File: src/hw/rtl/ncr_pkg.sv
// ----------------------------------------------------------------------------
// ncr_pkg: shared types and constants of the route compute core
// field widths, coordinate type, operation, algorithm and register codes
// ----------------------------------------------------------------------------
`default_nettype none

package ncr_pkg;

  localparam int ID_W       = 6;
  localparam int COL_W      = 7;
  localparam int PORT_W     = 3;
  localparam int WEIGHT_W   = 8;
  localparam int FREE_W     = 4;
  localparam int MASK_W     = 64;
  localparam int CFG_DATA_W = 7;
  localparam int CFG_IDX_W  = 3;

  // router position split out of an identifier
  typedef struct packed {
    logic [ID_W-1:0] x;
    logic [ID_W-1:0] y;
  } coord_t;

  typedef enum logic [1:0] {
    OP_ROUTE = 2'd0,
    OP_WRITE = 2'd1,
    OP_FREE  = 2'd2,
    OP_NOP   = 2'd3
  } op_e;

  typedef enum logic [2:0] {
    ALG_TABLE            = 3'd0,
    ALG_XY               = 3'd1,
    ALG_RANDOM           = 3'd2,
    ALG_ADAPT_RANDOM     = 3'd3,
    ALG_WEST_FIRST       = 3'd4,
    ALG_ADAPT_WEST_FIRST = 3'd5
  } alg_e;

  typedef enum logic [CFG_IDX_W-1:0] {
    CFG_ALGORITHM = 3'd0,
    CFG_MY_ID     = 3'd1,
    CFG_COLUMNS   = 3'd2,
    CFG_EAST      = 3'd3,
    CFG_WEST      = 3'd4,
    CFG_NORTH     = 3'd5,
    CFG_SOUTH     = 3'd6
  } cfg_idx_e;

  localparam logic [COL_W-1:0]  COLS_RESET  = 7'd8;
  localparam logic [PORT_W-1:0] EAST_RESET  = 3'd0;
  localparam logic [PORT_W-1:0] WEST_RESET  = 3'd1;
  localparam logic [PORT_W-1:0] NORTH_RESET = 3'd2;
  localparam logic [PORT_W-1:0] SOUTH_RESET = 3'd3;

endpackage

`default_nettype wire

File: src/hw/rtl/ncr_route_mem.sv
// ----------------------------------------------------------------------------
// ncr_route_mem: route table storage
// mask and weight memory with one write and one registered read port,
// per-entry valid flags cleared by reset
// ----------------------------------------------------------------------------
`default_nettype none

module ncr_route_mem import ncr_pkg::*; #(
  parameter int DEPTH   = 8,
  parameter int MASK_BITS = 64,
  localparam int AW     = (DEPTH > 1) ? $clog2(DEPTH) : 1
) (
  input  wire logic                 clk_i,
  input  wire logic                 rst_ni,
  input  wire logic                 wr_en_i,
  input  wire logic [AW-1:0]        wr_addr_i,
  input  wire logic [MASK_BITS-1:0] wr_mask_i,
  input  wire logic [WEIGHT_W-1:0]  wr_weight_i,
  input  wire logic                 rd_en_i,
  input  wire logic [AW-1:0]        rd_addr_i,
  output logic                      rd_valid_o,
  output logic [MASK_BITS-1:0]      rd_mask_o,
  output logic [WEIGHT_W-1:0]       rd_weight_o
);

  logic [MASK_BITS-1:0] mask_mem   [DEPTH];
  logic [WEIGHT_W-1:0]  weight_mem [DEPTH];
  logic [DEPTH-1:0]     valid_q;
  logic                 rd_valid_q;
  logic [MASK_BITS-1:0] rd_mask_q;
  logic [WEIGHT_W-1:0]  rd_weight_q;

  always_ff @(posedge clk_i) begin
    if (wr_en_i) begin
      mask_mem[wr_addr_i]   <= wr_mask_i;
      weight_mem[wr_addr_i] <= wr_weight_i;
    end
    if (rd_en_i) begin
      rd_mask_q   <= mask_mem[rd_addr_i];
      rd_weight_q <= weight_mem[rd_addr_i];
    end
  end

  always_ff @(posedge clk_i or negedge rst_ni) begin
    if (!rst_ni) begin
      valid_q    <= '0;
      rd_valid_q <= 1'b0;
    end else begin
      if (wr_en_i) begin
        valid_q[wr_addr_i] <= 1'b1;
      end
      if (rd_en_i) begin
        rd_valid_q <= valid_q[rd_addr_i];
      end
    end
  end

  assign rd_valid_o  = rd_valid_q;
  assign rd_mask_o   = rd_mask_q;
  assign rd_weight_o = rd_weight_q;

endmodule

`default_nettype wire

File: src/hw/rtl/ncr_credit_mem.sv
// ----------------------------------------------------------------------------
// ncr_credit_mem: free channel counts per port and virtual network
// one write and one registered read port; unwritten slots read as zero
// ----------------------------------------------------------------------------
`default_nettype none

module ncr_credit_mem import ncr_pkg::*; #(
  parameter int DEPTH = 32,
  localparam int AW   = (DEPTH > 1) ? $clog2(DEPTH) : 1
) (
  input  wire logic              clk_i,
  input  wire logic              rst_ni,
  input  wire logic              wr_en_i,
  input  wire logic [AW-1:0]     wr_addr_i,
  input  wire logic [FREE_W-1:0] wr_data_i,
  input  wire logic              rd_en_i,
  input  wire logic [AW-1:0]     rd_addr_i,
  output logic [FREE_W-1:0]      rd_data_o
);

  logic [FREE_W-1:0] mem [DEPTH];
  logic [DEPTH-1:0]  valid_q;
  logic              rd_valid_q;
  logic [FREE_W-1:0] rd_data_q;

  always_ff @(posedge clk_i) begin
    if (wr_en_i) begin
      mem[wr_addr_i] <= wr_data_i;
    end
    if (rd_en_i) begin
      rd_data_q <= mem[rd_addr_i];
    end
  end

  always_ff @(posedge clk_i or negedge rst_ni) begin
    if (!rst_ni) begin
      valid_q    <= '0;
      rd_valid_q <= 1'b0;
    end else begin
      if (wr_en_i) begin
        valid_q[wr_addr_i] <= 1'b1;
      end
      if (rd_en_i) begin
        rd_valid_q <= valid_q[rd_addr_i];
      end
    end
  end

  // slot never written reads as no free channels
  assign rd_data_o = rd_valid_q ? rd_data_q : '0;

endmodule

`default_nettype wire

File: src/hw/rtl/ncr_div.sv
// ----------------------------------------------------------------------------
// ncr_div: coordinate splitter
// two-lane restoring divider, one quotient bit per cycle, x = id % cols,
// y = id / cols for this router and the destination at once
// ----------------------------------------------------------------------------
`default_nettype none

module ncr_div import ncr_pkg::*; (
  input  wire logic             clk_i,
  input  wire logic             rst_ni,
  input  wire logic             start_i,
  input  wire logic [ID_W-1:0]  a_id_i,
  input  wire logic [ID_W-1:0]  b_id_i,
  input  wire logic [COL_W-1:0] cols_i,
  output logic                  done_o,
  output coord_t                a_o,
  output coord_t                b_o
);

  localparam int CNT_W = $clog2(ID_W);

  logic [COL_W-1:0] divisor_q;
  logic [ID_W-1:0]  a_quo_q, b_quo_q;
  logic [ID_W-1:0]  a_rem_q, b_rem_q;
  logic [CNT_W-1:0] cnt_q;
  logic             busy_q;
  logic             done_q;

  logic [COL_W-1:0] a_trial, b_trial;
  logic             a_ge, b_ge;

  assign a_trial = {a_rem_q, a_quo_q[ID_W-1]};
  assign b_trial = {b_rem_q, b_quo_q[ID_W-1]};
  assign a_ge    = a_trial >= divisor_q;
  assign b_ge    = b_trial >= divisor_q;

  // datapath
  always_ff @(posedge clk_i) begin
    if (start_i) begin
      // zero columns behaves as a single column
      divisor_q <= (cols_i == '0) ? COL_W'(1) : cols_i;
      a_quo_q   <= a_id_i;
      b_quo_q   <= b_id_i;
      a_rem_q   <= '0;
      b_rem_q   <= '0;
    end else if (busy_q) begin
      a_quo_q <= {a_quo_q[ID_W-2:0], a_ge};
      b_quo_q <= {b_quo_q[ID_W-2:0], b_ge};
      a_rem_q <= a_ge ? ID_W'(a_trial - divisor_q) : ID_W'(a_trial);
      b_rem_q <= b_ge ? ID_W'(b_trial - divisor_q) : ID_W'(b_trial);
    end
  end

  // control
  always_ff @(posedge clk_i or negedge rst_ni) begin
    if (!rst_ni) begin
      busy_q <= 1'b0;
      done_q <= 1'b0;
      cnt_q  <= '0;
    end else begin
      done_q <= 1'b0;
      if (start_i) begin
        busy_q <= 1'b1;
        cnt_q  <= '0;
      end else if (busy_q) begin
        cnt_q <= cnt_q + CNT_W'(1);
        if (cnt_q == CNT_W'(ID_W - 1)) begin
          busy_q <= 1'b0;
          done_q <= 1'b1;
        end
      end
    end
  end

  assign done_o = done_q;
  assign a_o    = '{x: a_rem_q, y: a_quo_q};
  assign b_o    = '{x: b_rem_q, y: b_quo_q};

endmodule

`default_nettype wire

File: src/hw/rtl/noc_route_compute_core.sv
// ----------------------------------------------------------------------------
// noc_route_compute_core: output port selection of a mesh router
// route table lookup with weight and free channel tie break, or xy,
// random, adaptive random, west-first and adaptive west-first mesh routing
// ----------------------------------------------------------------------------
// table writes, count updates and no-ops strobe done in the cycle after start
// table lookups read one entry per cycle, then strobe once the last entry is compared
// mesh routes: operand load, divider steps (one per quotient bit), port pick
// one item at a time; the next start is taken in the result cycle, so writes run
// one per cycle, while lookups and mesh routes hold busy until their result
// reset clears valid flags and free counts and restores config; the receiver cannot stall
`default_nettype none

module noc_route_compute_core import ncr_pkg::*; #(
  parameter int TABLE_DEPTH = 8,
  parameter int NUM_VNETS   = 4,
  parameter int DEST_WIDTH  = 64
) (
  input  wire logic                  clk_i,
  input  wire logic                  rst_ni,
  // configuration write port
  input  wire logic                  cfg_we_i,
  input  wire logic [CFG_IDX_W-1:0]  cfg_idx_i,
  input  wire logic [CFG_DATA_W-1:0] cfg_data_i,
  // command side
  input  wire logic                  start,
  output logic                       busy,
  input  wire logic [1:0]            op_i,
  input  wire logic [1:0]            vnet_i,
  input  wire logic [ID_W-1:0]       dest_router_i,
  input  wire logic [MASK_W-1:0]     dest_mask_i,
  input  wire logic                  coin_i,
  input  wire logic [FREE_W-1:0]     free_east_i,
  input  wire logic [FREE_W-1:0]     free_west_i,
  input  wire logic [FREE_W-1:0]     free_north_i,
  input  wire logic [FREE_W-1:0]     free_south_i,
  input  wire logic [2:0]            port_index_i,
  input  wire logic [WEIGHT_W-1:0]   weight_i,
  input  wire logic [FREE_W-1:0]     free_count_i,
  // result side
  output logic                       done_o,
  output logic [PORT_W-1:0]          outport_o,
  output logic                       no_route_o
);

  localparam int IDX_W      = (TABLE_DEPTH > 1) ? $clog2(TABLE_DEPTH) : 1;
  localparam int FREE_DEPTH = TABLE_DEPTH * NUM_VNETS;
  localparam int FREE_AW    = (FREE_DEPTH > 1) ? $clog2(FREE_DEPTH) : 1;
  localparam logic [IDX_W-1:0] LAST_IDX = IDX_W'(TABLE_DEPTH - 1);

  typedef enum logic [1:0] {
    S_IDLE = 2'd0,
    S_SCAN = 2'd1,
    S_DIV  = 2'd2
  } state_e;

  // --------------------------------------------------------------------------
  // configuration registers
  // --------------------------------------------------------------------------
  logic [2:0]        alg_q;
  logic [ID_W-1:0]   my_id_q;
  logic [COL_W-1:0]  cols_q;
  logic [PORT_W-1:0] east_q, west_q, north_q, south_q;

  always_ff @(posedge clk_i or negedge rst_ni) begin
    if (!rst_ni) begin
      alg_q   <= ALG_TABLE;
      my_id_q <= '0;
      cols_q  <= COLS_RESET;
      east_q  <= EAST_RESET;
      west_q  <= WEST_RESET;
      north_q <= NORTH_RESET;
      south_q <= SOUTH_RESET;
    end else if (cfg_we_i) begin
      unique case (cfg_idx_i)
        CFG_ALGORITHM: alg_q   <= cfg_data_i[2:0];
        CFG_MY_ID:     my_id_q <= cfg_data_i[ID_W-1:0];
        CFG_COLUMNS:   cols_q  <= cfg_data_i[COL_W-1:0];
        CFG_EAST:      east_q  <= cfg_data_i[PORT_W-1:0];
        CFG_WEST:      west_q  <= cfg_data_i[PORT_W-1:0];
        CFG_NORTH:     north_q <= cfg_data_i[PORT_W-1:0];
        CFG_SOUTH:     south_q <= cfg_data_i[PORT_W-1:0];
        default: ;  // unused index, write dropped
      endcase
    end
  end

  // --------------------------------------------------------------------------
  // command decode
  // --------------------------------------------------------------------------
  state_e state_q, state_d;
  logic   accept;
  logic   is_route;
  logic   idx_ok;
  logic   vnet_in_ok;
  logic   mesh_alg;
  logic   use_table;

  assign accept     = start && !busy;
  assign is_route   = op_i == OP_ROUTE;
  assign idx_ok     = int'(port_index_i) < TABLE_DEPTH;
  assign vnet_in_ok = int'(vnet_i) < NUM_VNETS;

  always_comb begin
    case (alg_q) inside
      ALG_XY, ALG_RANDOM, ALG_ADAPT_RANDOM, ALG_WEST_FIRST, ALG_ADAPT_WEST_FIRST:
        mesh_alg = 1'b1;
      default:
        mesh_alg = 1'b0;  // table mode, including unused codes
    endcase
  end

  // traffic for this router always goes through the table
  assign use_table = (dest_router_i == my_id_q) || !mesh_alg;

  // request payload held for the duration of a route
  logic [DEST_WIDTH-1:0] dmask_q;
  logic [1:0]            vnet_q;
  logic                  vnet_ok_q;
  logic                  coin_q;
  logic [FREE_W-1:0]     fe_q, fw_q, fn_q, fs_q;

  always_ff @(posedge clk_i) begin
    if (accept) begin
      dmask_q   <= dest_mask_i[DEST_WIDTH-1:0];
      vnet_q    <= vnet_i;
      vnet_ok_q <= vnet_in_ok;
      coin_q    <= coin_i;
      fe_q      <= free_east_i;
      fw_q      <= free_west_i;
      fn_q      <= free_north_i;
      fs_q      <= free_south_i;
    end
  end

  // --------------------------------------------------------------------------
  // route table and free count memories
  // --------------------------------------------------------------------------
  logic [IDX_W-1:0]   ptr_q, ptr_d;
  logic               rt_wr_en;
  logic               cr_wr_en;
  logic               rd_en;
  logic [IDX_W-1:0]   rd_addr;
  logic [1:0]         vnet_sel;
  logic [FREE_AW-1:0] cr_wr_addr;
  logic [FREE_AW-1:0] cr_rd_addr;
  logic               rt_valid;
  logic [DEST_WIDTH-1:0] rt_mask;
  logic [WEIGHT_W-1:0] rt_weight;
  logic [FREE_W-1:0]  cr_free;

  // writes land at the accept edge; reads are only issued by a lookup
  assign rt_wr_en = accept && (op_i == OP_WRITE) && idx_ok;
  assign cr_wr_en = accept && (op_i == OP_FREE) && idx_ok && vnet_in_ok;

  // entry 0 is read at accept, then one entry ahead of the compare each cycle
  assign rd_en   = (accept && is_route && use_table)
                || (state_q == S_SCAN && ptr_q != LAST_IDX);
  assign rd_addr = (state_q == S_IDLE) ? '0 : ptr_q + IDX_W'(1);

  assign vnet_sel   = (state_q == S_IDLE) ? vnet_i : vnet_q;
  assign cr_wr_addr = FREE_AW'(int'(port_index_i) * NUM_VNETS + int'(vnet_i));
  assign cr_rd_addr = FREE_AW'(int'(rd_addr) * NUM_VNETS + int'(vnet_sel));

  ncr_route_mem #(
    .DEPTH     (TABLE_DEPTH),
    .MASK_BITS (DEST_WIDTH)
  ) u_route_mem (
    .clk_i       (clk_i),
    .rst_ni      (rst_ni),
    .wr_en_i     (rt_wr_en),
    .wr_addr_i   (IDX_W'(port_index_i)),
    .wr_mask_i   (dest_mask_i[DEST_WIDTH-1:0]),
    .wr_weight_i (weight_i),
    .rd_en_i     (rd_en),
    .rd_addr_i   (rd_addr),
    .rd_valid_o  (rt_valid),
    .rd_mask_o   (rt_mask),
    .rd_weight_o (rt_weight)
  );

  ncr_credit_mem #(
    .DEPTH (FREE_DEPTH)
  ) u_credit_mem (
    .clk_i     (clk_i),
    .rst_ni    (rst_ni),
    .wr_en_i   (cr_wr_en),
    .wr_addr_i (cr_wr_addr),
    .wr_data_i (free_count_i),
    .rd_en_i   (rd_en),
    .rd_addr_i (cr_rd_addr),
    .rd_data_o (cr_free)
  );

  // --------------------------------------------------------------------------
  // table scan compare: lowest weight, then most free channels, first on ties
  // --------------------------------------------------------------------------
  logic                found_q, found_d;
  logic [WEIGHT_W-1:0] best_w_q, best_w_d;
  logic [FREE_W-1:0]   best_f_q, best_f_d;
  logic [IDX_W-1:0]    best_idx_q, best_idx_d;
  logic                hit;
  logic [FREE_W-1:0]   cur_free;
  logic                take;

  assign hit      = rt_valid && (|(rt_mask & dmask_q));
  // virtual network outside the range sees no free channels anywhere
  assign cur_free = vnet_ok_q ? cr_free : '0;
  assign take     = hit && (!found_q || (rt_weight < best_w_q)
                    || ((rt_weight == best_w_q) && (cur_free > best_f_q)));

  // --------------------------------------------------------------------------
  // coordinate split and mesh routing
  // --------------------------------------------------------------------------
  logic        div_start;
  logic        div_done;
  coord_t      my_c, dst_c;
  logic        xpos, ypos;
  logic [PORT_W-1:0] xp, yp, mesh_port;
  logic [FREE_W-1:0] xf, yf;

  assign div_start = accept && is_route && !use_table;

  ncr_div u_div (
    .clk_i   (clk_i),
    .rst_ni  (rst_ni),
    .start_i (div_start),
    .a_id_i  (my_id_q),
    .b_id_i  (dest_router_i),
    .cols_i  (cols_q),
    .done_o  (div_done),
    .a_o     (my_c),
    .b_o     (dst_c)
  );

  assign xpos = dst_c.x >= my_c.x;
  assign ypos = dst_c.y >= my_c.y;
  assign xp   = xpos ? east_q : west_q;
  assign yp   = ypos ? north_q : south_q;
  assign xf   = xpos ? fe_q : fw_q;
  assign yf   = ypos ? fn_q : fs_q;

  always_comb begin
    if (dst_c.x == my_c.x) begin
      mesh_port = yp;
    end else if (dst_c.y == my_c.y || alg_q == ALG_XY) begin
      mesh_port = xp;
    end else begin
      case (alg_q)
        ALG_RANDOM: begin
          mesh_port = coin_q ? xp : yp;
        end
        ALG_ADAPT_RANDOM: begin
          if (xf > yf) begin
            mesh_port = xp;
          end else if (yf > xf) begin
            mesh_port = yp;
          end else begin
            mesh_port = coin_q ? xp : yp;
          end
        end
        ALG_WEST_FIRST: begin
          if (!xpos) begin
            mesh_port = west_q;
          end else begin
            mesh_port = coin_q ? east_q : yp;
          end
        end
        default: begin
          // adaptive west-first: west is forced, else compare east with y
          if (!xpos) begin
            mesh_port = west_q;
          end else if (fe_q > yf) begin
            mesh_port = east_q;
          end else if (yf > fe_q) begin
            mesh_port = yp;
          end else begin
            mesh_port = coin_q ? east_q : yp;
          end
        end
      endcase
    end
  end

  // --------------------------------------------------------------------------
  // sequencer
  // --------------------------------------------------------------------------
  logic              done_q, done_d;
  logic [PORT_W-1:0] outport_q, outport_d;
  logic              no_route_q, no_route_d;

  always_comb begin
    state_d    = state_q;
    ptr_d      = ptr_q;
    found_d    = found_q;
    best_w_d   = best_w_q;
    best_f_d   = best_f_q;
    best_idx_d = best_idx_q;
    done_d     = 1'b0;
    outport_d  = outport_q;
    no_route_d = no_route_q;
    unique case (state_q)
      S_IDLE: begin
        if (accept) begin
          if (is_route) begin
            ptr_d   = '0;
            found_d = 1'b0;
            state_d = use_table ? S_SCAN : S_DIV;
          end else begin
            // writes, updates and no-ops answer at once
            done_d     = 1'b1;
            outport_d  = '0;
            no_route_d = 1'b0;
          end
        end
      end
      S_SCAN: begin
        if (take) begin
          found_d    = 1'b1;
          best_w_d   = rt_weight;
          best_f_d   = cur_free;
          best_idx_d = ptr_q;
        end
        ptr_d = ptr_q + IDX_W'(1);
        if (ptr_q == LAST_IDX) begin
          done_d     = 1'b1;
          outport_d  = found_d ? PORT_W'(best_idx_d) : '0;
          no_route_d = !found_d;
          state_d    = S_IDLE;
        end
      end
      S_DIV: begin
        if (div_done) begin
          done_d     = 1'b1;
          outport_d  = mesh_port;
          no_route_d = 1'b0;
          state_d    = S_IDLE;
        end
      end
      default: begin
        state_d = S_IDLE;
      end
    endcase
  end

  always_ff @(posedge clk_i or negedge rst_ni) begin
    if (!rst_ni) begin
      state_q    <= S_IDLE;
      ptr_q      <= '0;
      found_q    <= 1'b0;
      best_w_q   <= '0;
      best_f_q   <= '0;
      best_idx_q <= '0;
      done_q     <= 1'b0;
      outport_q  <= '0;
      no_route_q <= 1'b0;
    end else begin
      state_q    <= state_d;
      ptr_q      <= ptr_d;
      found_q    <= found_d;
      best_w_q   <= best_w_d;
      best_f_q   <= best_f_d;
      best_idx_q <= best_idx_d;
      done_q     <= done_d;
      outport_q  <= outport_d;
      no_route_q <= no_route_d;
    end
  end

  assign busy       = state_q != S_IDLE;
  assign done_o     = done_q;
  assign outport_o  = outport_q;
  assign no_route_o = no_route_q;

`ifndef SYNTHESIS
  // a route request always occupies the core past its accept cycle
  a_route_holds_busy: assert property (@(posedge clk_i) disable iff (!rst_ni)
    (accept && is_route) |=> busy)
    else $error("route request accepted without going busy");

  // mesh result follows the divider finish and never flags a missing route
  a_mesh_result: assert property (@(posedge clk_i) disable iff (!rst_ni)
    (state_q == S_DIV && div_done) |=> (done_o && !no_route_o))
    else $error("mesh route result missing or flagged as no route");

  // a missing route reports port zero
  a_no_route_port: assert property (@(posedge clk_i) disable iff (!rst_ni)
    (done_o && no_route_o) |-> (outport_o == '0))
    else $error("no route reported with a nonzero port");

  // the divider only finishes for a mesh request in flight
  a_div_owner: assert property (@(posedge clk_i) disable iff (!rst_ni)
    div_done |-> (state_q == S_DIV))
    else $error("divider finished outside a mesh route");
`endif

endmodule

`default_nettype wire
File: config.mk
export PLATFORM = sky130hd
export DESIGN_NAME = noc_route_compute_core
export DESIGN_NICKNAME = d
export VERILOG_FILES = /design/src/hw/rtl/ncr_pkg.sv /design/src/hw/rtl/ncr_route_mem.sv /design/src/hw/rtl/ncr_credit_mem.sv /design/src/hw/rtl/ncr_div.sv /design/src/hw/rtl/noc_route_compute_core.sv
export SDC_FILE = /design/constraint.sdc
export NUM_CORES = 1
export LEC_CHECK = 0
export BUFFER_PORTS_ARGS = -buffer_cell sky130_fd_sc_hd__buf_2
export CAP_MARGIN = 20
export CORE_MARGIN = 4
export CORE_UTILIZATION = 45
export CTS_CLUSTER_SIZE = 25
export DETAILED_ROUTE_END_ITERATION = 12
export GPL_TIMING_DRIVEN = 0
export PLACE_DENSITY = 0.6
export SKIP_LAST_GASP = 1
export SYNTH_ARGS = -nofsm -noshare
export SYNTH_HDL_FRONTEND = slang
export SYNTH_SLANG_ARGS = --single-unit
File: constraint.sdc
create_clock -name clk_i -period 10.6 [get_ports clk_i]
set_input_delay 0.53 -clock clk_i [delete_from_list [all_inputs] [get_ports clk_i]]
set_output_delay 0.53 -clock clk_i [all_outputs]
set_load 0.02 [all_outputs]
==> flow_results.xml <==
<?xml version="1.0" encoding="UTF-8"?>
<metrics>
  <group name="run_status">
    <metric name="status" unit="">completed</metric>
  </group>
  <group name="detailed_routing">
    <metric name="wl_per_cell" unit="um">24.2</metric>
    <metric name="drt_drc_violations_left" unit="">0</metric>
    <metric name="detail_route.vias_per_cell" unit="">5.68</metric>
    <metric name="detailroute.via_count" unit="">23300</metric>
    <metric name="drt-total-wl" unit="um">99400</metric>
    <metric name="initialDrtViolationCount" unit="">2667</metric>
    <metric name="detail-route-antenna-nets" unit="">0</metric>
    <metric name="dr.pass1.iters" unit="">7</metric>
  </group>
  <group name="global_route">
    <metric name="largest_net_degree_at_the_start_of_global_routing" unit="">54</metric>
    <metric name="track_usage" unit="%">21.1</metric>
    <metric name="grt_first_pass_wirelength" unit="um">149000</metric>
    <metric name="grt.overflow.total" unit="">0</metric>
    <metric name="first_global_vias" unit="">23700</metric>
    <metric name="antenna_found_initial" unit="">13</metric>
  </group>
  <group name="sta">
    <metric name="final.setup_skew" unit="ns">0.0313</metric>
    <metric name="max_clock_freq" unit="GHz">0.235</metric>
    <metric name="hold-worst-slack" unit="ns">0.0540</metric>
    <metric name="grt_setup_unrepaired" unit="">no</metric>
    <metric name="timing_worst_slew_pin_value" unit="ns">1.12</metric>
    <metric name="min_tclk_post_route" unit="ns">4.26</metric>
    <metric name="post-route-worst-setup-slack" unit="ns">6.34</metric>
    <metric name="max_slew_margin" unit="%">25.4</metric>
    <metric name="setup_viol" unit="">0</metric>
    <metric name="final_min_period_over_clock_period" unit="%">40.2</metric>
    <metric name="final-max-slew-violation-count" unit="">0</metric>
    <metric name="hold_viol" unit="">0</metric>
    <metric name="setup_total_negative_slack" unit="ns">0</metric>
  </group>
  <group name="placement">
    <metric name="number_of_buffers_inserted_by_port_buffering" unit="">125</metric>
    <metric name="dp_hpwl" unit="um">66100</metric>
    <metric name="placed_cell_area" unit="sq mm">0.0427</metric>
    <metric name="place_ws" unit="ns">6.38</metric>
    <metric name="gp_congestion" unit="">0.811</metric>
    <metric name="dpl.cell_count" unit="">3905</metric>
  </group>
  <group name="yosys">
    <metric name="synth_async_sr_flop_share" unit="%">10.2</metric>
    <metric name="synth_top_cell_by_area" unit="">edfxtp_1</metric>
    <metric name="syn-mean-instance-area" unit="sq um">15.5</metric>
    <metric name="ffs_latches_synth" unit="">995</metric>
    <metric name="number_of_enable_type_register_cells_in_the_synthesized_netlist" unit="">882</metric>
    <metric name="yosysMostFrequentCell" unit="">edfxtp_1</metric>
    <metric name="synthesis.area" unit="sq mm">0.0400</metric>
    <metric name="ys.flop_type" unit="">edfxtp_1</metric>
    <metric name="syn_nets" unit="">2762</metric>
    <metric name="top_cell_types_by_occurrence_after_synthesis" unit="">edfxtp_1, a21oi_1, o21ai_0</metric>
    <metric name="sequential_area_share_after_synthesis" unit="%">73.2</metric>
    <metric name="yosys.cell_types.count" unit="">71</metric>
    <metric name="yosys_warnings" unit="">0</metric>
    <metric name="syn_inst" unit="">2586</metric>
    <metric name="synthDominantCellAreaShare" unit="%">66.2</metric>
    <metric name="post_synth_main_area_contributors" unit="">edfxtp_1, mux4_2, dfrtp_1</metric>
  </group>
  <group name="critical_path">
    <metric name="critPathCaptureType" unit="">flop</metric>
    <metric name="critical_path.most_common_cell" unit="">a21oi_1</metric>
    <metric name="crit_path_cell_trace" unit="">inv_1, ha_1, a211o_1, a21oi_1, o21a_1, clkbuf_1, a21oi_1, ha_1, nor2b_1, o211ai_1, a21oi_1, nor4_1, or4_1, a21oi_1, o211ai_1</metric>
    <metric name="worstPathArrival" unit="ns">4.78</metric>
    <metric name="crit_path_max_incr_delay" unit="ns">0.52</metric>
    <metric name="worstReg2RegEnd" unit="">outport_o[1]</metric>
    <metric name="critical_path.startpoint" unit="">u_div.a_rem_q[3]</metric>
    <metric name="worst_ep_required" unit="ns">11.12</metric>
    <metric name="critical-path-slowest-cell" unit="">or4_1</metric>
    <metric name="worst-path-max-fanout" unit="">10</metric>
    <metric name="worstReg2RegStart" unit="">u_div.a_rem_q[3]</metric>
    <metric name="critPathKind" unit="">flop to flop</metric>
    <metric name="critical_path_end" unit="">outport_o[1]</metric>
    <metric name="setup.worst_path.start_class" unit="">flop</metric>
    <metric name="r2r.worst_path.cells" unit="">15</metric>
    <metric name="timing.reg2reg.setup_slack" unit="ns">6.34</metric>
  </group>
  <group name="run">
    <metric name="max_cap_violations" unit="">0</metric>
  </group>
  <group name="worst_hold_path">
    <metric name="timing.hold.worst.class" unit="">input port to flop</metric>
  </group>
  <group name="floorplanning">
    <metric name="chipWidth" unit="um">306</metric>
    <metric name="placementRows" unit="">109</metric>
    <metric name="design.core.area" unit="sq mm">0.0882</metric>
    <metric name="boundaryPins" unit="">126</metric>
    <metric name="die_area" unit="sq mm">0.0937</metric>
    <metric name="initial_utilization" unit="%">45.3</metric>
    <metric name="dieHeight" unit="um">306</metric>
  </group>
  <group name="finish">
    <metric name="final.fill_count" unit="">7122</metric>
    <metric name="final_core_utilization" unit="%">52.1</metric>
    <metric name="final_non_filler_cell_total" unit="">4107</metric>
    <metric name="drive_above_1_share" unit="%">18.8</metric>
    <metric name="multiInputGateArea" unit="sq mm">0.00979</metric>
    <metric name="regArea" unit="sq mm">0.0293</metric>
    <metric name="post-route-cell-area" unit="sq mm">0.0460</metric>
    <metric name="layout.nets" unit="">3021</metric>
    <metric name="area_growth" unit="%">14.9</metric>
  </group>
  <group name="clocking">
    <metric name="clk_pin_slew_worst_paths" unit="ns">0.06</metric>
    <metric name="tritoncts_num_sinks" unit="">995</metric>
    <metric name="cts_repair_resize_count" unit="">0</metric>
    <metric name="clkLatencyLatePin" unit="ns">0.67</metric>
    <metric name="cts_tree" unit="">built</metric>
    <metric name="cts_setup_buffers" unit="">0</metric>
    <metric name="root_buf_cell" unit="">clkbuf_16</metric>
    <metric name="tritoncts.num_buffers" unit="">101</metric>
    <metric name="hold_buffers" unit="">1</metric>
    <metric name="cts_htree_levels" unit="">3</metric>
    <metric name="cts.path.max_buffers" unit="">3</metric>
  </group>
  <group name="pwr">
    <metric name="swShare" unit="%">31.2</metric>
    <metric name="pwr-share-comb" unit="%">26.4</metric>
    <metric name="power_frac_clock" unit="%">29.9</metric>
    <metric name="vdd_ir_drop_max" unit="mV">0.151</metric>
    <metric name="powerDensity" unit="mW/mm^2">248</metric>
    <metric name="p_sw" unit="mW">3.56</metric>
    <metric name="power.total" unit="mW">11.4</metric>
    <metric name="cellInternalPower" unit="mW">7.84</metric>
    <metric name="seq_power_share" unit="%">43.8</metric>
    <metric name="cellLeakagePower" unit="nW">16.2</metric>
  </group>
</metrics>
==> power groups by stage <==
stage                     logic, mW  registers, mW  clock network, mW
final                          3.00           4.98               3.41
after global routing           3.31           5.01               3.64
after CTS                      3.02           4.98               3.46
after detailed placement       3.00           5.06                  0
after global placement         2.89           5.10                  0
after floorplan                2.01           4.99                  0
==> sequential cells by signal (all words and copies together) (netlist names), 6 cells and up <==
register	flops
best_w_q	8
cols_q	7
dmask_q	64
my_id_q	6
u_credit_mem.mem	128
u_credit_mem.valid_q	32
u_div.a_quo_q	6
u_div.a_rem_q	6
u_div.b_quo_q	6
u_div.b_rem_q	6
u_div.divisor_q	7
u_route_mem.mask_mem	512
u_route_mem.rd_mask_o	64
u_route_mem.rd_weight_o	8
u_route_mem.valid_q	8
u_route_mem.weight_mem	64
==> critical path: cells and delay by family, from the launching register on <==
kind,cells,cell delay (ns)
DFF,1,0.38
and+or+nand+nor,3,0.77
buffers and inverters,2,0.44
adders and majority gates,2,0.62
AOI/OAI and AO/OA,8,1.89
==> cell families (layout without fill, tap and decap cells) <==
family / after synthesis / in the layout / share of synthesized area, %
buffers and inverters: 256 / 602 / 2.51
other: 0 / 10 / 0
XOR/XNOR: 16 / 16 / 0.350
multiplexers: 183 / 183 / 8.27
adder cells (fa/ha/maj): 56 / 56 / 1.79
AND/OR/NAND/NOR: 550 / 550 / 6.35
flip-flops: 995 / 995 / 73.2
AO/OA/AOI/OAI: 530 / 530 / 7.57
==> worst min-delay path by stage <==
stage | cells past startpoint | endpoint | from
after floorplan | 0 | alg_q[0] | rst_ni
after global placement | 1 | u_route_mem.valid_q[1] | u_route_mem.valid_q[1]
after detailed placement | 1 | u_credit_mem.valid_q[13] | u_credit_mem.valid_q[13]
after CTS | 1 | fn_q[0] | free_north_i[0]
after global routing | 1 | fn_q[1] | free_north_i[1]
final | 1 | fe_q[1] | free_east_i[1]
==> cells in the final DEF, fill, tap and decap left out, drive strengths merged, types with 9 or more instances in the layout <==
cell / n
nand3: 33
clkbuf: 230
o21a: 9
inv: 133
o21ai: 191
xnor2: 14
a22o: 16
edfxtp: 882
a21oi: 242
nand4: 13
diode: 10
a211oi: 13
clkinv: 45
nor3: 78
nor2: 149
a221oi: 21
mux4: 113
buf: 184
mux2i: 20
nand2: 183
mux2: 50
dfxtp: 12
ha: 54
dfrtp: 96
or2: 44
==> per-layer routing <==
layer  vias to the layer above  global-route usage (%)  wire (um)
met5                         -                       0         27
met4                         4                    5.45       1870
met3                       123                    3.11       7070
met2                       874                    33.8      47500
met1                     11900                    30.6      43000
li1                      10400                       -          -
==> area by class of cell <==
type / count / area share, %
sequential: 995 / 63.7
clock inverter: 57 / 0.986
inverter: 130 / 1.07
buffer: 126 / 1.12
tap: 1165 / 3.17
antenna: 10 / 0.0544
clock buffer: 133 / 5.92
multi-input combinational: 1335 / 21.3
timing repair buffer: 156 / 2.71
Power figures use the tool's default switching activity.
